### src/lpbm_pkg.sv
// Shared types and constants of the LRU page buffer manager.
package lpbm_pkg;

   // Default number of frames and map entries.
   localparam int PAGES_DEFAULT = 256;

   // Fixed field widths.
   localparam int PAGE_W = 8;
   localparam int CFG_W = 9;
   localparam int CSR_IDX_W = 1;

   // Depth of the queue between front and back.
   localparam int QUEUE_DEPTH = 2;

   // Register indexes of the configuration port.
   localparam logic [CSR_IDX_W-1:0] REG_PRELOAD_END = 1'b0;
   localparam logic [CSR_IDX_W-1:0] REG_BUFFER_END = 1'b1;

   // Request beat.
   typedef struct packed {
      logic [PAGE_W-1:0] page;
      logic [PAGE_W-1:0] code_page;
      logic code_page_valid;
   } req_type;

   // Result beat.
   typedef struct packed {
      logic [PAGE_W-1:0] frame;
      logic hit;
      logic load_needed;
      logic [PAGE_W-1:0] evicted_page;
      logic evicted_valid;
   } rsp_type;

   // How the front classified a request.
   typedef enum logic [1:0] {
      KIND_PAGED = 2'd0,
      KIND_PRELOAD = 2'd1,
      KIND_NONE = 2'd2
   } kind_type;

   // Queue entry between front and back.
   typedef struct packed {
      req_type req;
      kind_type kind;
   } item_type;

   // Configuration as seen by the back end.
   typedef struct packed {
      logic rebuild;
      logic [CFG_W-1:0] preload_end;
      logic [CFG_W-1:0] buffer_end;
   } cfg_type;

endpackage

### src/lpbm_front.sv
// Front end: configuration registers and request classification.
module lpbm_front #(
   parameter int PAGES = lpbm_pkg::PAGES_DEFAULT
) (
   input logic clock,
   input logic reset,
   input logic req_valid,
   output logic req_stall,
   input lpbm_pkg::req_type req_data,
   input logic csr_valid,
   output logic csr_ready,
   input logic [lpbm_pkg::CSR_IDX_W-1:0] csr_index,
   input logic [lpbm_pkg::CFG_W-1:0] csr_wdata,
   input logic q_full,
   output logic q_push,
   output lpbm_pkg::item_type q_item,
   output lpbm_pkg::cfg_type cfg
);

   localparam int CW = ($clog2(PAGES + 1) > lpbm_pkg::CFG_W) ?
                       $clog2(PAGES + 1) : lpbm_pkg::CFG_W;

   logic [lpbm_pkg::CFG_W-1:0] preload_end_ff, preload_end_in;
   logic [lpbm_pkg::CFG_W-1:0] buffer_end_ff, buffer_end_in;
   logic rebuild_ff, rebuild_in;
   logic cfg_wr;
   logic [CW-1:0] pe_ext, be_ext, paged_end;

   assign csr_ready = 1'b1;
   assign cfg_wr = csr_valid && csr_ready;

   // Register writes; any write asks for a rebuild of the ring.
   always_comb begin
      preload_end_in = preload_end_ff;
      buffer_end_in = buffer_end_ff;
      rebuild_in = cfg_wr;
      if (cfg_wr) begin
         unique case (csr_index)
            lpbm_pkg::REG_PRELOAD_END: preload_end_in = csr_wdata;
            lpbm_pkg::REG_BUFFER_END: buffer_end_in = csr_wdata;
            default: rebuild_in = 1'b0;
         endcase
      end
   end

   always_ff @(posedge clock) begin
      if (reset) begin
         preload_end_ff <= '0;
         buffer_end_ff <= lpbm_pkg::CFG_W'(256);
         rebuild_ff <= 1'b0;
      end else begin
         preload_end_ff <= preload_end_in;
         buffer_end_ff <= buffer_end_in;
         rebuild_ff <= rebuild_in;
      end
   end

   assign cfg.rebuild = rebuild_ff;
   assign cfg.preload_end = preload_end_ff;
   assign cfg.buffer_end = buffer_end_ff;

   // Classify the beat: preloaded, not servable, or paged.
   assign pe_ext = CW'(preload_end_ff);
   assign be_ext = CW'(buffer_end_ff);
   assign paged_end = (be_ext > CW'(PAGES)) ? CW'(PAGES) : be_ext;

   always_comb begin
      q_item.req = req_data;
      if (CW'(req_data.page) < pe_ext) begin
         q_item.kind = lpbm_pkg::KIND_PRELOAD;
      end else if ((CW'(req_data.page) >= CW'(PAGES)) || (pe_ext >= paged_end)) begin
         q_item.kind = lpbm_pkg::KIND_NONE;
      end else begin
         q_item.kind = lpbm_pkg::KIND_PAGED;
      end
   end

   assign req_stall = q_full;
   assign q_push = req_valid && !q_full;

endmodule

### config.mk
export PLATFORM = sky130hd
export DESIGN_NAME = lpbm_front
export DESIGN_NICKNAME = d
export VERILOG_FILES = /design/src/lpbm_pkg.sv /design/src/lpbm_front.sv
export SDC_FILE = /design/constraint.sdc
export NUM_CORES = 1
export LEC_CHECK = 0
export ABC_AREA = 0
export BUFFER_PORTS_ARGS = -buffer_cell sky130_fd_sc_hd__buf_4
export CORE_MARGIN = 10
export CORE_UTILIZATION = 30
export CTS_CLUSTER_DIAMETER = 100
export DETAILED_ROUTE_END_ITERATION = 16
export REMOVE_ABC_BUFFERS = 1
export SYNTH_ARGS = -nofsm -noshare
export SYNTH_HDL_FRONTEND = slang
export SYNTH_SLANG_ARGS = --single-unit
### constraint.sdc
create_clock -name clock -period 1.5 [get_ports clock]
set_input_delay 0 -clock clock [delete_from_list [all_inputs] [get_ports clock]]
set_output_delay 0 -clock clock [all_outputs]
set_load 0.02 [all_outputs]
# After elaboration in Yosys (flattened, before gate mapping)
# Cells that the tools add are included.
dict set report totals {
  latch_bits 0
  memories 0
  mem_bits_ro 0
  inputBits 32
  regBits 19
  word_cells 15
  ram_bits 0
  output_inout_bits 41
}
dict set report op_classes {
  shifts 0
  magnitude_cmp 3
  add_sub_neg 0
  reduce_logical 4
  n_eq_ne 0
  mul 0
  n_bitwise 1
  div_mod_pow 0
  n_mux 4
}
# operator n
set op_table {}
lappend op_table {{$ge 9x9->1} 1}
lappend op_table {{$gt 9x9->1 const B} 1}
lappend op_table {{$lt 8x9->1} 1}
lappend op_table {{$mux 9} 1}
lappend op_table {{$mux 2} 2}
lappend op_table {{$reduce_and 2->1} 2}
lappend op_table {{$logic_and 1x1->1} 1}
lappend op_table {{$logic_not 1->1} 1}
lappend op_table {{$mux 1} 1}
lappend op_table {{$not 1->1} 1}

# Depth between registers and ports, before layout
dict set report depth {
  depth_word 5
  depth_mapped 7
  mapped_depth_nobuf 7
}

# Worst setup path after synthesis
# Ideal clock, no wire load.
dict set report synth_timing {
  kind {flip-flop to output port}
  startpoint {register preload_end_ff (netlist bit pe_ext[7])}
  endpoint {output port q_item[1] in the netlist's numbering}
  n_path_buf 0
  path_slack_ps -335
  t_arrival_ps 1835
  t_required_ps 1500
  path_stages_with_launch 7
  cell_sequence {dfxtp_1 > inv_1 > ha_1 > and4b_1 > nand2_1 > a2111o_1 > a22oi_1}
}
# item line_no
set synth_lines {}
lappend synth_lines {{start, declared} lpbm_front.sv:23} ;# logic [lpbm_pkg::CFG_W-1:0] preload_end_ff, preload_end_in;
lappend synth_lines {{start signal, assigned} lpbm_front.sv:52} ;# preload_end_ff <= preload_end_in;
lappend synth_lines {{end, declared} lpbm_front.sv:16} ;# output lpbm_pkg::item_type q_item,

==> impl_metrics.json <==
{
  "outcome": "complete, but fails checks",
  "violations": "negative setup slack",
  "grt_pass1_wl_microns": 6000,
  "p_per_area_mw_per_mm2": 718,
  "yosysSeqAreaShare": 0.310,
  "drtIter0Drc": 32,
  "slew_violations": 0,
  "drc": 0,
  "rsz0062_at_grt": "yes",
  "dp_hpwl_microns": 2810,
  "syn_avg_cell_area_sq_um": 7.49,
  "grt_pass1_vias": 1256,
  "syn_area_sq_mm": 0.00123,
  "fp.dieH_microns": 84.0,
  "tns_ns": -0.573,
  "async_flop_share": 0,
  "synth_edf_count": 0,
  "clk_latency_ns": 0.25,
  "fin_crit_ns": 1.82,
  "n_antenna_cell": 0,
  "ys_types": 25,
  "antenna_found_initial": 0,
  "die-area_sq_mm": 0.00706,
  "power_w": 0.00129,
  "n_fill_cell": 417,
  "via_count": 1190,
  "p_sw_frac": 0.296,
  "root_buffer": "clkbuf_8",
  "period_share": 1.21,
  "initial_core_util": 0.309,
  "critPathCaptureType": "output port",
  "clock_sinks": 19,
  "crit_fanout": 2,
  "path_clk_slew_ns": 0.07,
  "routedWlPerCell_microns": 13.3,
  "cap_viol_max_count": 0,
  "grt.total_usage": 0.101,
  "post_dp_cell_area_sq_mm": 0.00160,
  "dieWidth_microns": 84.0,
  "h-tree-depth": 1,
  "p_seq_frac": 0.424,
  "critPathKind": "register to output port",
  "power_leakage_nw": 0.808,
  "syn_inst": 164,
  "min_path_type": "input port to output port",
  "worst_setup_path_start_kind": "register",
  "vdd.ir_drop.worst_uv": 366,
  "routed_wl_microns": 3530,
  "portBuffers": 53,
  "place_ws_ns": -0.128,
  "post_cts_buffers": 0,
  "cts_tree": "yes",
  "hold_violations": 0,
  "clockBufferDepth": 2,
  "fin_nets": 264,
  "drive_gt1_frac": 0.391,
  "p_switching_w": 0.000383,
  "overflow": 0,
  "ios": 73,
  "fp-row-count": 23,
  "setup_ws_ns": -0.321,
  "grt_max_degree": 20,
  "final_area_sq_mm": 0.00180,
  "skew_ns": 0,
  "clock.fmax_ghz": 0.549,
  "synth_seq_cells": 19,
  "firstDrtPassIters": 4,
  "antenna_left": 0,
  "cts_buffers": 3,
  "synth_ff_type": "dfxtp_1",
  "clkPwrFrac": 0.275,
  "p_int_w": 0.000911,
  "syn_to_final_growth_pct": 46.7,
  "core-area_sq_mm": 0.00397,
  "ys_warn_count": 0,
  "place.gp.congestion": 0.744,
  "viasPerCell": 4.49,
  "p_comb_frac": 0.301,
  "cp.required_ns": 1.50,
  "cp.arrival_ns": 1.82,
  "setup_violations": 2
}
==> state kept, by name, summed over array words and instances, names as in the netlist <==
register / count
be_ext: 9
pe_ext: 9
rebuild_ff: 1
==> layout by cell type, fill, tap and decap left out, drive strengths merged <==
master	synthesis	layout
a2111o	1	1
a211oi	1	1
a21oi	22	22
a22oi	1	1
and2	2	2
and4b	1	1
buf	20	64
clkbuf	5	4
conb	1	1
dfxtp	19	19
dlygate4sd3	0	8
ha	16	16
inv	9	10
nand2	46	46
nand2b	1	1
nand3	2	2
nand3b	1	1
nand4	1	1
nor2	4	4
nor2b	4	4
nor3	2	2
nor3b	1	1
o21ai	2	2
o31ai	1	1
==> cells in the mapped netlist, drive strengths merged, types with 2 or more instances <==
| master | instances | area, sq um |
|---|---|---|
| o21ai | 2 | 10.0 |
| nand2 | 46 | 173 |
| ha | 16 | 200 |
| a21oi | 22 | 110 |
| clkbuf | 5 | 18.8 |
| nor2 | 4 | 15.0 |
| buf | 20 | 150 |
| and2 | 2 | 13.8 |
| nor3 | 2 | 10.0 |
| nor2b | 4 | 25.0 |
| nand3 | 2 | 10.0 |
| inv | 9 | 33.8 |
| dfxtp | 19 | 380 |
==> worst max-delay path, stage by stage (launching register included) <==
cell and delay (ns):
dfxtp_2 0.34, inv_2 0.05, ha_4 0.24, and4b_1 0.22, nand2_1 0.06, a2111o_1 0.29, a22oi_1 0.20, buf_4 0.18
==> through the flow <==
stage / hold slack (ns) / std cells / utilization
2_1_floorplan: 0 / 139 / -
3_3_place_gp: 0.000223 / 253 / 0.404
3_5_place_dp: 0.000223 / 253 / 0.404
4_1_cts: 0.000143 / 265 / 0.447
5_1_grt: 0.000134 / 265 / 0.454
6_report: 0.000149 / 265 / 0.454
==> power groups by stage <==
stage | sequential [W] | combinational [W] | clock (W)
after floorplan | 0.000587 | 0.000121 | 0
final | 0.000549 | 0.000390 | 0.000356
after global routing | 0.000552 | 0.000437 | 0.000387
after CTS | 0.000548 | 0.000385 | 0.000365
after detailed placement | 0.000557 | 0.000356 | 0
after global placement | 0.000557 | 0.000353 | 0
==> cell families after synthesis <==
group	count (synthesis)	synth area share
adders and majority gates	16	0.163
other	1	0.00305
and+or+nand+nor	65	0.231
DFF	19	0.310
AOI/OAI and AO/OA	28	0.125
buffers and inverters	35	0.168
==> layout make-up <==
| class | instances | area [sq um] | area share |
|---|---|---|---|
| clock buffer | 4 | 45.0 | 0.0250 |
| inverter | 10 | 40.0 | 0.0222 |
| multi-input combinational | 110 | 706 | 0.391 |
| sequential | 19 | 385 | 0.214 |
| tap | 50 | 62.6 | 0.0347 |
| timing repair buffer | 72 | 564 | 0.313 |
==> path summary, 6_finish.rpt <==
check	start	endpoint	slack (ns)	cells past startpoint
min	req_data[0]	q_item[2]	0.0001	0
max	pe_ext[5]	q_item[1]	-0.32	7
min reg2reg	be_ext[6]	be_ext[6]	0.49	2
max reg2reg	pe_ext[5]	pe_ext[5]	0.77	3
==> layer usage <==
| layer | track usage | wire length [microns] | vias to the layer above | share of wire |
|---|---|---|---|---|
| met5 | 0 | 0 | - | 0 |
| met4 | 0.0472 | 51 | 0 | 0.014 |
| met2 | 0.148 | 1520 | 54 | 0.43 |
| met3 | 0.0449 | 327 | 4 | 0.093 |
| met1 | 0.122 | 1630 | 508 | 0.46 |
| li1 | - | - | 624 | - |
==> what timing repair did <==
action	4_1_cts	5_1_grt
endpoints found under the setup margin	2	2
hold buffers	8	0
pin swaps	6	3
endpoints found under the hold margin	13	0
gates resized for setup	11	8
Power figures use the tool's default switching activity.
