===== src/lpbm_pkg.sv =====
// Shared types and constants of the LRU page buffer manager.
package lpbm_pkg;

   // Default number of frames and map entries.
   localparam int PAGES_DEFAULT = 256;

   // Fixed field widths.
   localparam int PAGE_W = 8;
   localparam int CFG_W = 9;
   localparam int CSR_IDX_W = 1;

   // Depth of the queue between front and back.
   localparam int QUEUE_DEPTH = 2;

   // Register indexes of the configuration port.
   localparam logic [CSR_IDX_W-1:0] REG_PRELOAD_END = 1'b0;
   localparam logic [CSR_IDX_W-1:0] REG_BUFFER_END = 1'b1;

   // Request beat.
   typedef struct packed {
      logic [PAGE_W-1:0] page;
      logic [PAGE_W-1:0] code_page;
      logic code_page_valid;
   } req_type;

   // Result beat.
   typedef struct packed {
      logic [PAGE_W-1:0] frame;
      logic hit;
      logic load_needed;
      logic [PAGE_W-1:0] evicted_page;
      logic evicted_valid;
   } rsp_type;

   // How the front classified a request.
   typedef enum logic [1:0] {
      KIND_PAGED = 2'd0,
      KIND_PRELOAD = 2'd1,
      KIND_NONE = 2'd2
   } kind_type;

   // Queue entry between front and back.
   typedef struct packed {
      req_type req;
      kind_type kind;
   } item_type;

   // Configuration as seen by the back end.
   typedef struct packed {
      logic rebuild;
      logic [CFG_W-1:0] preload_end;
      logic [CFG_W-1:0] buffer_end;
   } cfg_type;

endpackage


===== src/lpbm_fifo.sv =====
// Short queue that decouples request classification from the back end.
module lpbm_fifo (
   input logic clock,
   input logic reset,
   input logic push,
   input lpbm_pkg::item_type push_item,
   output logic full,
   input logic pop,
   output logic pop_valid,
   output lpbm_pkg::item_type pop_item
);

   localparam int DEPTH = lpbm_pkg::QUEUE_DEPTH;
   localparam int PW = (DEPTH > 1) ? $clog2(DEPTH) : 1;
   localparam int NW = $clog2(DEPTH + 1);

   lpbm_pkg::item_type slot_ff [DEPTH];
   logic [PW-1:0] wr_ptr_ff, wr_ptr_in;
   logic [PW-1:0] rd_ptr_ff, rd_ptr_in;
   logic [NW-1:0] count_ff, count_in;

   assign full = (count_ff == NW'(DEPTH));
   assign pop_valid = (count_ff != '0);
   assign pop_item = slot_ff[rd_ptr_ff];

   // Pointer and fill count update.
   always_comb begin
      wr_ptr_in = wr_ptr_ff;
      rd_ptr_in = rd_ptr_ff;
      count_in = count_ff;
      if (push) begin
         wr_ptr_in = (wr_ptr_ff == PW'(DEPTH - 1)) ? '0 : wr_ptr_ff + PW'(1);
      end
      if (pop) begin
         rd_ptr_in = (rd_ptr_ff == PW'(DEPTH - 1)) ? '0 : rd_ptr_ff + PW'(1);
      end
      if (push && !pop) begin
         count_in = count_ff + NW'(1);
      end else if (pop && !push) begin
         count_in = count_ff - NW'(1);
      end
   end

   always_ff @(posedge clock) begin
      if (reset) begin
         wr_ptr_ff <= '0;
         rd_ptr_ff <= '0;
         count_ff <= '0;
      end else begin
         wr_ptr_ff <= wr_ptr_in;
         rd_ptr_ff <= rd_ptr_in;
         count_ff <= count_in;
      end
   end

   // Entry storage.
   always_ff @(posedge clock) begin
      if (push) begin
         slot_ff[wr_ptr_ff] <= push_item;
      end
   end

endmodule


===== config.mk =====
export PLATFORM = sky130hd
export DESIGN_NAME = lpbm_fifo
export DESIGN_NICKNAME = d
export VERILOG_FILES = /design/src/lpbm_pkg.sv /design/src/lpbm_fifo.sv
export SDC_FILE = /design/constraint.sdc
export NUM_CORES = 1
export LEC_CHECK = 0
export BUFFER_PORTS_ARGS = -buffer_cell sky130_fd_sc_hd__clkbuf_2
export CORE_MARGIN = 4
export CORE_UTILIZATION = 50
export CTS_CLUSTER_DIAMETER = 150
export CTS_CLUSTER_SIZE = 8
export DETAILED_ROUTE_END_ITERATION = 8
export PLACE_DENSITY_LB_ADDON = 0.15
export SLEW_MARGIN = 20
export SYNTH_ARGS = -nofsm -noshare
export SYNTH_HDL_FRONTEND = slang
export SYNTH_SLANG_ARGS = --single-unit

===== constraint.sdc =====
create_clock -name clock -period 2.2 [get_ports clock]
set_input_delay 0.44 -clock clock [delete_from_list [all_inputs] [get_ports clock]]
set_output_delay 0.44 -clock clock [all_outputs]
set_load 0.05 [all_outputs]

# Word level (Yosys, flattened, before mapping)
# Memories as Yosys holds them, arrays and structs flattened. A register that Yosys moved wholly into a read port is not among the register bits.
# Cells that the tools add are included.
[op_classes] reduce_logical=6 n_mux=8 n_addsub=4 eq_ne=1
[op_table] operator="two-way mux 1 bit" count=6
[op_table] operator="two-way mux 2 bit" count=2
[op_table] operator="nonzero test 2 bit" count=2
[op_table] operator="adder 1 bit, second input constant" count=2
[op_table] operator="adder 2 x 1 -> 2 bit, second input constant" count=1
[op_table] operator="equality test 2 bit, second input constant" count=1
[op_table] operator="logical AND 1 bit" count=2
[op_table] operator="logical NOT 1 bit" count=2
[op_table] operator="subtractor 2 x 1 -> 2 bit, second input constant" count=1
[totals] ff_bits=4 ram_bits=38 word_cells=23 in_bits=23 mem_count=1 output_inout_bits=21
[memory_table] name="slot_ff" depth=2 width=19 read_ports=1 rd_clocked_by_memory_dff=1 write_ports=1 line_no="lpbm_fifo.sv:17" text="lpbm_pkg::item_type slot_ff [DEPTH];"

# Logic depth before layout (Yosys ltp)
# Gate-level depths: netlist of run 1.
[logic_depth] word_depth=4 mapped_depth=5 depth_no_buf=5

# Least setup slack after synthesis of run 1
# No wires, ideal clock.
[synth_path] kind="input to register" start="in push" end="mem slot_ff[0][0] in the netlist's numbering (enable)" n_path_buf=0 setup_ns=0.397 required_time_ns=1.803 t_arrival_ns=1.332 cell_stages=1 path_slack_ns=0.471 path_cell_list="nor2b_1"
[synth_via] elab_chain_len=2
[synth_lines] element="from (decl)" line_no="lpbm_fifo.sv:5" text="input logic push,"
[synth_lines] element="two-way mux 1 bit" line_no="lpbm_fifo.sv:58" text="if (push) begin"
[synth_lines] element="two-way mux 1 bit (not written as such)" line_no="lpbm_fifo.sv:59" text="slot_ff[wr_ptr_ff] <= push_item;"
[synth_lines] element="to (decl)" line_no="lpbm_fifo.sv:17"
# Every way passes these cells.

==> results of run 1 <==
## cell type report
type	count	area, um2
sequential	43	1240
fill	240	1070
multi-input combinational	35	323
timing repair buffer	47	258
tap	44	55.1
clock inverter	3	38.8
clock buffer	5	37.5
inverter	1	3.75
## cells by family after synthesis
kind of cell | synth area share [%]
flops | 78.5
mux | 13.5
simple gates | 3.09
xor+xnor | 2.22
buf+inv | 1.27
compound gates | 0.632
fa+ha+maj | 0.791
## sequential cells by signal, indices dropped and copies added, names as in the netlist, named ones only
signal / count
rd_ptr_ff: 1
count_ff: 2
slot_ff: 38
wr_ptr_ff: 1
## where the power goes
part | total, W | internal (W) | switching (W)
sequential | 0.000965 | 0.000947 | 0.0000180
clock | 0.000463 | 0.000234 | 0.000230
combinational | 0.000358 | 0.000111 | 0.000247
## metrics by stage
| step | cell area (um2) | cells | utilization, % |
|---|---|---|---|
| finish | 1960 | 178 | 64.6 |
| global route | 1960 | 178 | 64.6 |
| CTS | 1960 | 178 | 64.6 |
| detailed placement | 1880 | 170 | 62.1 |
| global placement | 1880 | 170 | 62.1 |
| floorplan | 1580 | 81 | - |
## worst max-delay path by stage
stage / slack [ns] / from / end
after CTS: 0.23 / flip-flop / pop_item[10]
final: 0.27 / flip-flop / pop_item[10]
after global routing: 0.15 / flip-flop / pop_item[10]
after detailed placement: 0.61 / push / slot_ff[1][1]
after floorplan: 0.47 / push / slot_ff[0][0]
after global placement: 0.65 / flip-flop / pop_item[10]
## cell usage after synthesis
library cell	instances	area share, %
dfxtp_1	5	6.3
a21oi_1	1	0.32
edfxtp_1	38	72
buf_6	1	0.71
xor2_1	2	1.1
or3_1	1	0.40
inv_1	1	0.24
and2_1	1	0.40
or2_2	1	0.40
mux2_2	19	14
xnor2_1	2	1.1
o21ai_0	1	0.32
nor2_1	4	0.95
nor2b_1	1	0.40
ha_1	1	0.79
buf_2	1	0.32
and2b_2	1	0.55
## layer usage
layer	up-vias	track usage (%)	wire length, um
met2	27	26.0	1460
met4	0	7.12	47
met5	-	0	0
li1	407	-	-
met1	407	13.5	876
met3	4	5.62	155
## critical path, delay by kind of cell, from the launching register on
| family | cells | cell delay, ns |
|---|---|---|
| DFF | 1 | 0.34 |
| muxes | 1 | 0.36 |
| buffers and inverters | 2 | 0.44 |
==> results.txt, run 1 <==
- For this block, the initial DRC count from the detailed router was 34.
- Place WS: 0.613 ns
- The routed design has 2540 um of wire.
- Crit path kind: flip-flop to output pin
* Post-synthesis cell area: 0.00158 mm2
* Average via count per standard cell: 4.75
- The final critical path takes up 87.6% of the cycle.
- Maximum level of the CTS H-tree: 2
* Max Slew Vio Count: 0
* Worst hold path class: input port to flip-flop
- For this design, the slowest cell found on the critical path is mux2_2.
- Leakage: 0.772 nW
- STA classifies the critical path endpoint as an output pin.
* Synthesized flop and latch total: 43
* Area enclosed by the die boundary: 0.00413 mm2
* Number of placed I/O pins: 44
- Once detail routing completed, the nets flagged for antenna violations numbered 0.
- The tool flagged a number of max-cap violations equal to 0.
* Worst-case headroom to the max-slew limit: 68.4%
- Worst-path clk slew: 0.12 ns
- For flop-to-flop paths, the worst setup slack is 0.84 ns.
- Remaining DRCs: 0
- The Yosys step of the flow raised 0 warnings.
- In this run the worst path has a maximum fanout of 12.
* Worst path cell trace: buf_4, mux2_2, clkbuf_2
- Chip Height: 64.2 um
- Based on the critical path, the design can be clocked at up to 519 MHz.
- TritonCTS built the clock tree.
- Endpoint, Worst Hold: slot_ff[1][4]
- Worst hold-check slack: 0.277 ns
- Once the floorplan was initialized, standard cells occupied 52.2% of the core.
- After detailed routing, the average wire length per cell comes to 14.2 um.
* Number of rows in the core area: 20
* Fraction of layout cells with a size suffix above 1: 56.7%
- From synthesis to final layout, the design area changed by 23.7%.
- The clock passes through at most 2 buffers.
- Counting cells, the worst reg-to-reg path comes to 2.
* Sum of negative setup slack: 0 ns
* Synthesized area per cell: 19.5 um2
* Gp weighted congestion: 0.671
- Power consumption: 0.00179 W
* Final Worst Setup Slack: 0.274 ns
* Number of antenna repair diodes: 0
* Worst EP arrival: 1.49 ns
- Sequential cell area fraction in the yosys report: 78.5%
- CP required: 1.76 ns
- Min Clock Period, post-route: 1.93 ns
- Result of the run: finished clean
- VDD sags by at most 0.569 mV.
* Detailed placement HPWL: 1890 um
- The number of clock buffers added by TritonCTS is 5.
- Entering global routing, the biggest net connects 14 pins.
- For the pin with the worst max-slew slack, the measured transition is 0.472 ns.
* Overall global routing resource usage: 14.2%
- Capture instance of the worst register-to-register path: slot_ff[1][1]
- For this design, the CTS-stage hold fixing added 0 buffers.
* Most common library cell in the layout ignoring fill and taps: clkbuf_2
- Port Buffers: 43
* Cell chosen for the clock root: clkbuf_4
- Source-to-sink clock delay at the later pin of the worst-skew pair: 0.34 ns
- The first global-routing pass estimated 4290 um of wire.
- Setup repair after global routing left no endpoint under its margin.
- Once the clock tree was built, the setup fixing pass inserted 0 buffers.
* Final Setup Violations: 0
- Hold Path Stages: 1
* Worst hold start: push_item[4]
- In the synthesized netlist, the number of instances is 81.
- The number of global-route vias before repair came to 941.
- Leftover overflow at the end of global routing: 0
- Max stage delay on crit path: 0.36 ns
- Power spread over the standard cell area amounts to 913 mW/mm2.
* Horizontal extent of the die: 64.2 um
* Final count of hold timing violations: 0
- In this run the critical register-to-register path is launched from wr_ptr_ff.
- Net count, final: 157
- Routed vias: 845
- Distinct cell type count after synthesis: 17
- Antenna violations before repair: 0
- Worst clock skew: 0.00468 ns
* Post-synth net total: 105
- Clk sink count: 43
* Core ar.: 0.00303 mm2
- The worst setup path is launched from a flip-flop.
- The top cell types in the final layout, fill and taps aside, are clkbuf_2 (43), edfxtp_1 (38), mux2_2 (19), dfxtp_1 (5), clkbuf_4 (5).
* Number of instances resized during post-cts repair: 0
* First-pass detailed-route iteration total: 4
Note: power is estimated with default switching activity, not from simulation.
==> run 2: changes to the inputs <==
--- a/config.mk
+++ b/config.mk
@@ -10,7 +10,6 @@
 export CORE_UTILIZATION = 50
 export CTS_CLUSTER_DIAMETER = 150
-export CTS_CLUSTER_SIZE = 8
 export DETAILED_ROUTE_END_ITERATION = 8
-export PLACE_DENSITY_LB_ADDON = 0.15
+export PLACE_DENSITY = 0.77
 export SLEW_MARGIN = 20
 export SYNTH_ARGS = -nofsm -noshare
==> constraint.sdc (replaced) <==
create_clock -name clock -period 2.2 [get_ports clock]
set_input_delay 0.22 -clock clock [delete_from_list [all_inputs] [get_ports clock]]
set_output_delay 0.22 -clock clock [all_outputs]
set_load 0.05 [all_outputs]
==> results.txt, run 2 (synthesis results as in run 1) <==
- The count of final hold-check violations is 0 (unchanged).
* Worst-path clk slew: 0.11 ns (was 0.12 ns)
- The maximum number of pins on one net before global-route repair came to 20 (was 14).
- The HPWL after detailed placement is 1870 um (was 1890 um).
* Synthesis-to-finish area growth: 22.0% (was 23.7%)
* Min Clock Period, post-route: 1.75 ns (was 1.93 ns)
- The internal power came to 0.00124 W (was 0.00129 W).
- Core ar.: 0.00303 mm2 (unchanged)
- Final Worst Setup Slack: 0.453 ns (was 0.274 ns)
- The worst-case clock buffer depth was 2 (unchanged).
- Average via count per standard cell: 4.73 (was 4.75)
* Leftover overflow at the end of global routing: 0 (unchanged)
- The total I/O pin count is 44 (unchanged).
* Post-route fraction of the period consumed by the critical path: 79.4% (was 87.6%)
* Share of power burned in combinational logic: 20.3% (was 20.0%)
- The post-detailed-route count of antenna-violating nets came to 0 (unchanged).
- The mean routed wirelength per cell came to 14.2 um (about the same).
- The endpoint required time on the critical path was 1.98 ns (was 1.76 ns).
- Sum of negative setup slack: 0 ns (unchanged)
- The post-layout utilization of the core was 63.7% (was 64.6%).
- Maximum level of the CTS H-tree: 2 (unchanged)
- Top flop regs: slot_ff x38, count_ff x2 (unchanged).
- Worst path cell trace: buf_4, mux2_2, clkbuf_2 (unchanged)
- Effective utilization at floorplan: 52.2% (unchanged)
- Register with the most flip-flops: slot_ff (unchanged)
- The total power density per cell area was 895 mW/mm2 (was 913 mW/mm2).
- Maximum resistive drop on vdd: 0.539 mV (was 0.569 mV)
* Number of instances resized during post-cts repair: 0 (unchanged)
* Net count, final: 156 (was 157)
- Final Setup Violations: 0 (unchanged)
- Horizontal extent of the die: 64.2 um (unchanged)
- Number of rows in the core area: 20 (unchanged)
- The number of flip-flops in the largest register was 38 (unchanged).
- Remaining DRCs: 0 (unchanged)
* Crit path kind: flip-flop to output pin (unchanged)
- Worst EP arrival: 1.53 ns (was 1.49 ns)
* Routed vias: 838 (was 845)
- The proportion of layout cells with a drive suffix above 1 came to 56.4% (was 56.7%).
* Starting DRC count in detailed routing: 20 (was 34)
- Most frequent cells in the layout: clkbuf_2 (43), edfxtp_1 (38), mux2_2 (19), dfxtp_1 (5), clkbuf_4 (5) (unchanged).
- P_sw: 0.000487 W (was 0.000494 W)
* Max Fanout on Critical Path: 19 (was 12)
- Area enclosed by the die boundary: 0.00413 mm2 (unchanged)
* Unrepaired setup endpoints after global routing: false (unchanged)
- First-pass detailed-route iteration total: 3 (was 4)
* Highest attainable clock frequency: 572 MHz (was 519 MHz)
* Worst hold-check slack: 0.0641 ns (was 0.277 ns)
- The number of global-route vias before repair was 894 (was 941).
* Overall global routing resource usage: 13.6% (was 14.2%)
* Number of setup buffers added after CTS: 0 (unchanged)
* Kind of start point of the critical path: flip-flop (unchanged)
- The worst min-delay path category is input port to flip-flop (unchanged).
- Most common library cell in the layout ignoring fill and taps: clkbuf_2 (unchanged)
- Number of max-cap violations: 0 (unchanged)
- The max-slew violation count came to 0 (unchanged).
- Cell chosen for the clock root: clkbuf_4 (unchanged)
- The post-route total power was 0.00173 W (was 0.00179 W).
* Cts hold-fix bufs: 0 (unchanged)
- The worst clock skew is 0.00538 ns (was 0.00468 ns).
- The largest stage delay on the critical path was 0.37 ns (was 0.36 ns).
* Chip Height: 64.2 um (unchanged)
- Result of the run: finished clean (unchanged).
- The CTS tree was done (unchanged).
* Worst-case headroom to the max-slew limit: 71.7% (was 68.4%)
- The final weighted congestion in routability-driven placement is 0.650 (was 0.671).
- Power share of the sequential group: 55.8% (was 54.0%)
- Antenna violations before repair: 0 (unchanged)
* Layout fillers: 231 (was 240)
* Wire length of the first global-routing pass: 4130 um (was 4290 um)
* Slew at the pin closest to its max-slew limit: 0.423 ns (was 0.472 ns)
* Cell type of the slowest stage on the worst timing path: mux2_2 (unchanged)
- The worst-case setup slack after placement came to 0.818 ns (was 0.613 ns).
* Wire length reported by the detailed router: 2510 um (was 2540 um)
- The clock buffer count from CTS came to 5 (unchanged).
- The number of antenna diodes is 0 (unchanged).
- Leakage: 0.759 nW (was 0.772 nW)
- The proportion of power drawn by the clock network is 23.9% (was 26.0%).
* Source-to-sink clock delay at the later pin of the worst-skew pair: 0.34 ns (about the same)
- Net Sw Frac: 28.2% (was 27.7%)
- The category of the worst setup path capture point is an output pin (unchanged).
- Clk sink count: 43 (unchanged)
- Reg-to-reg setup timing slack: 0.87 ns (was 0.84 ns)
- Port Buffers: 43 (unchanged)
run 2: path summary, 6_finish.rpt:
kind | cells after the start | from | to
worst min register to register | 2 | count_ff[1] | count_ff[1]
worst max register to register | 2 | wr_ptr_ff | slot_ff[1][7]
worst min-delay path | 1 | push_item[10] | slot_ff[0][10]
worst max-delay path | 3 | flip-flop | pop_item[2]
run 2: final cells by class:
| class | instances | area [um2] | share of cell area, % |
|---|---|---|---|
| Sequential cell | 43 | 1240 | 64.3 |
| Multi-Input combinational cell | 35 | 323 | 16.7 |
| Timing Repair Buffer | 46 | 238 | 12.3 |
| Clock buffer | 8 | 68.8 | 3.57 |
| Tap cell | 44 | 55.1 | 2.85 |
| Inverter | 1 | 3.75 | 0.195 |
run 2: power by group through the flow:
stage / clock [W] / combinational (W) / sequential [W]
after CTS: 0.000424 / 0.000355 / 0.000964
after global routing: 0.000455 / 0.000373 / 0.000969
after global placement: 0 / 0.000348 / 0.000979
after floorplan: 0 / 0.000270 / 0.000978
after detailed placement: 0 / 0.000354 / 0.000983
final: 0.000413 / 0.000350 / 0.000964
run 2: metrics by stage:
stage                     cell area (um2)  cells
after global routing                 1930    177
after CTS                            1930    177
final                                1930    177
after floorplan                      1580     81
after global placement               1860    169
after detailed placement             1860    169
run 2: critical path, delay by kind of cell, from the launching register on:
kind / cells / cell delay (ns)
flip-flops: 1 / 0.32
multiplexers: 1 / 0.37
buffers and inverters: 2 / 0.49
run 2: metal layers:
metal	global-route usage (%)	vias up	part of all wire [%]
li1	-	407	-
met1	14.7	402	39
met2	22.9	21	52
met3	4.92	8	6.3
met4	7.92	0	2.4
met5	0	-	0
==> run 3: changes to the inputs <==
- ABC_AREA: default -> 1
- CORE_UTILIZATION: 50 -> 46
- PLACE_DENSITY: 0.77 -> 0.74
- clock period: 2.2 -> 1.5 ns (I/O delays scaled with it)
==> results.txt, run 3 <==
* Result of the run: finished with violations (was finished clean)
- Violated checks: negative setup slack
- The max-slew violation count is 0 (unchanged).
- Worst path cell trace: buf_12, mux2_4, clkbuf_16 (was buf_4, mux2_2, clkbuf_2)
- Number of instances in the synthesized netlist: 92 (was 81)
- The total non-filler cell area in the finished layout was 0.00250 mm2 (was 0.00193 mm2).
- Grt met1 use: 17.2% (was 14.7%)
- Area enclosed by the die boundary: 0.00461 mm2 (was 0.00413 mm2)
* Capture instance of the worst register-to-register path: slot_ff[1][13] (was slot_ff[1][7])
* Unrepaired setup endpoints after global routing: true (was false)
- Most frequently used cell type in the post-synthesis netlist: edfxtp_1 (unchanged)
* Hold Path Stages: 3 (was 1)
- The total power density per cell area is 1190 mW/mm2 (was 895 mW/mm2).
* Effective utilization at floorplan: 48.7% (was 52.2%)
- The post-detailed-route count of antenna-violating nets was 0 (unchanged).
- The area share of the largest cell type after synthesis was 69.1% (was 72.2%).
- The total net switching power was 0.000744 W (was 0.000487 W).
- The internal power is 0.00223 W (was 0.00124 W).
* Launching point of the worst reg2reg path: wr_ptr_ff (unchanged)
- Per-cell routed wire length: 14.8 um (was 14.2 um)
* Flip-flop and latch area: 0.00124 mm2 (about the same)
* Post-route fraction of the period consumed by the critical path: 101%
- The final weighted congestion in routability-driven placement is 0.677 (was 0.650).
- Maximum level of the CTS H-tree: 2 (unchanged)
- The CTS tree is done (unchanged).
* Net count, final: 190 (was 156)
* Number of max-cap violations: 0 (unchanged)
* Worst-path clk slew: 0.10 ns (was 0.11 ns)
- Endpoint, Worst Hold: rd_ptr_ff (was slot_ff[0][10])
* Wire length of the first global-routing pass: 4690 um (was 4130 um)
* Horizontal extent of the die: 67.9 um (was 64.2 um)
* Layout fillers: 210 (was 231)
* Post-synth EDFFs: 38 (unchanged)
* Largest cells by area after synthesis: edfxtp_1 (69%), mux2_4 (9.1%), mux2_2 (6.1%), dfxtp_1 (6.1%), inv_1 (2.0%) (was edfxtp_1 (72%), mux2_2 (14%), dfxtp_1 (6.3%), xnor2_1 (1.1%), xor2_1 (1.1%))
- The clock latency on the worst-skew pair was 0.34 ns (about the same).
- Starting DRC count in detailed routing: 51 (was 20)
- The post-layout utilization of the core came to 73.8% (was 63.7%).
- Number of antenna repair diodes: 0 (unchanged)
* Kind of start point of the critical path: flip-flop (unchanged)
- Most frequent cells in the layout: edfxtp_1 (38), clkbuf_2 (24), dlygate4sd3_1 (20), mux2_4 (19), buf_8 (19) (was clkbuf_2 (43), edfxtp_1 (38), mux2_2 (19), dfxtp_1 (5), clkbuf_4 (5))
* Final Worst Setup Slack: -0.0170 ns (was 0.453 ns)
- The number of port buffers was 43 (unchanged).
* Post-synth net total: 116 (was 105)
- The peak supply drop was 0.795 mV (was 0.539 mV).
- Pin count of the biggest net entering global routing: 20 (unchanged)
* Max stage delay on crit path: 0.40 ns (was 0.37 ns)
- The prevailing post-synth register cell was edfxtp_1 (unchanged).
- Final count of hold timing violations: 0 (unchanged)
- Number of placed I/O pins: 44 (unchanged)
- The fraction of met2 tracks used by global routing is 23.6% (was 22.9%).
- Synthesized flop and latch total: 43 (unchanged)
* Worst hold path class: input port to flip-flop (unchanged)
- The HPWL after detailed placement is 1820 um (was 1870 um).
* Highest attainable clock frequency: 659 MHz
- First-pass detailed-route iteration total: 4 (was 3)
* Net Sw Frac: 25.0% (was 28.2%)
- Area leader, netlist: edfxtp_1 (unchanged)
* CP required: 1.35 ns (was 1.98 ns)
- Worst EP arrival: 1.37 ns (was 1.53 ns)
- The synthesis warning total is 0 (unchanged).
- The register with the most flip-flops was slot_ff (unchanged).
* Average via count per standard cell: 4.70 (was 4.73)
* Most frequent cells after synthesis: edfxtp_1 (38), mux2_4 (10), inv_1 (9), mux2_2 (9) (was edfxtp_1 (38), mux2_2 (19), dfxtp_1 (5), nor2_1 (4))
* Share of power burned in combinational logic: 24.1% (was 20.3%)
- The leakage power total came to 1.05 nW (was 0.759 nW).
- The launch instance of the worst min-delay path was pop (was push_item[10]).
- The remaining routing DRC violations is 0 (unchanged).
- The proportion of layout cells with a drive suffix above 1 was 46.1% (was 56.4%).
- The worst clock skew came to 0.00721 ns (was 0.00538 ns).
* Core ar.: 0.00339 mm2 (was 0.00303 mm2)
* Max Fanout on Critical Path: 8 (was 19)
- The count of clock tree sinks was 43 (unchanged).
* Async S/R FF share, synth: 0% (unchanged)
- The area after detailed placement is 0.00193 mm2 (was 0.00186 mm2).
* Most congested layer reported by global routing: met2 (unchanged)
- Met3 GRT Util: 4.76% (was 4.92%)
- Synthesis-to-finish area growth: 51.6% (was 22.0%)
* Reg-to-reg setup timing slack: 0.46 ns (was 0.87 ns)
- The per-instance average area after synthesis was 17.9 um2 (was 19.5 um2).
* Wire length reported by the detailed router: 3150 um (was 2510 um)
- The cell row count was 21 (was 20).
* Critical path's top delay family: flip-flops (was buffers and inverters)
* Routed vias: 1001 (was 838)
- Cell chosen for the clock root: clkbuf_4 (unchanged)
- Logic depth of the worst register-to-register path: 3 (was 2)
* Power share of the sequential group: 47.2% (was 55.8%)
* Worst-case headroom to the max-slew limit: 81.6% (was 71.7%)
- Distinct cell type count after synthesis: 16 (was 17)
- The buffers plus inverters on the worst setup path is 2 (unchanged).
* Largest buffer count on any clock path: 2 (unchanged)
- The global routing usage summed across all routing layers came to 14.7% (was 13.6%).
* Antenna violations before repair: 0 (unchanged)
* Area used by multi-input combinational logic: 380 um2 (was 323 um2)
- Portion of total power attributed to the clock network: 28.6% (was 23.9%)
- Sequential cell area fraction in the yosys report: 75.2% (was 78.5%)
- The die height is 67.9 um (was 64.2 um).
* Flip-flop count of the largest register, all copies and words added: 38 (unchanged)
- Leftover overflow at the end of global routing: 0 (unchanged)
* Post-synthesis cell area: 0.00165 mm2 (was 0.00158 mm2)
- Top flop regs: slot_ff x38, count_ff x2 (unchanged)
- Slew at the pin closest to its max-slew limit: 0.278 ns (was 0.423 ns)
- The type of the worst setup path was flip-flop to output pin (unchanged).
- The category of the worst setup path capture point is an output pin (unchanged).
- The slowest library cell on the worst path was dfxtp_4 (was mux2_2).
* Number of global-route vias before repair: 1012 (was 894)
- The number of endpoints failing setup at the final stage was 4 (was 0).
- Num CTS Buffers: 5 (unchanged)
- Most common library cell in the layout ignoring fill and taps: edfxtp_1 (was clkbuf_2)
* Min Clock Period, post-route: 1.52 ns
[run 3: worst max-delay path by stage]
stage / start / end / slack (ns) / cells after the start
finish: flip-flop / pop_item[10] / -0.02 / 3
global route: flip-flop / pop_item[10] / -0.08 / 3
CTS: flip-flop / pop_item[5] / -0.05 / 3
detailed placement: flip-flop / pop_item[16] / 0.20 / 3
global placement: flip-flop / pop_item[16] / 0.23 / 3
floorplan: wr_ptr_ff / slot_ff[0][0] / 0.27 / 1
[run 3: power by group through the flow]
stage / sequential [W] / combinational [W] / clock (W)
floorplan: 0.00142 / 0.000398 / 0
global placement: 0.00142 / 0.000499 / 0
detailed placement: 0.00142 / 0.000507 / 0
CTS: 0.00140 / 0.000675 / 0.000879
global route: 0.00141 / 0.000756 / 0.000926
finish: 0.00140 / 0.000718 / 0.000852
[run 3: cell families (layout without fill, tap and decap cells)]
| kind of cell | Yosys count | after routing | share of synthesized area [%] |
|---|---|---|---|
| AOI/OAI and AO/OA | 2 | 2 | 0.606 |
| xor gates and xnor gates | 1 | 1 | 0.531 |
| adders and majority gates | 1 | 1 | 0.758 |
| buffers and inverters | 11 | 86 | 3.94 |
| DFF | 43 | 43 | 75.2 |
| muxes | 19 | 19 | 15.2 |
| and+or+nand+nor | 15 | 15 | 3.71 |
[run 3: cell type report]
cell class                 count  share of cell area [%]
clock buffer                   6                    1.65
clock inverter                 2                    2.40
inverter                       9                    1.35
multi-input combinational     38                    15.2
sequential                    43                    49.7
tap                           46                    2.30
timing repair buffer          69                    27.3
[run 3: routing by layer]
layer  up-vias  share of wire (%)
met3        11                5.9
met5         -                  0
li1        483                  -
met1       470                 38
met4         0                3.1
met2        37                 53
[run 3: worst register-to-register path, cell delays in order (launching register included)]
cell     delay (ns)
dfxtp_1        0.39
nand2_1        0.09
inv_1          0.09
buf_4          0.20
[run 3: metrics by stage]
stage	power (W)	cells	setup WS, ns	TNS, ns	hold slack (ns)
6_report	0.00297	213	-0.0170	-0.0261	0.0983
3_5_place_dp	0.00193	184	0.199	0	0.343
3_3_place_gp	0.00192	184	0.226	0	0.340
2_1_floorplan	0.00182	92	0.267	0	0.222
4_1_cts	0.00296	213	-0.0471	-0.615	0.0799
5_1_grt	0.00309	213	-0.0775	-1.13	0.0830
[run 3: repair_timing]
item | 4_1_cts | 5_1_grt
setup buffers | 0 | 0
hold buffers | 20 | 0
setup endpoints to repair | 19 | 19
hold endpoints to repair | 41 | 0
resized for setup | 56 | 19
cloned | 1 | 0
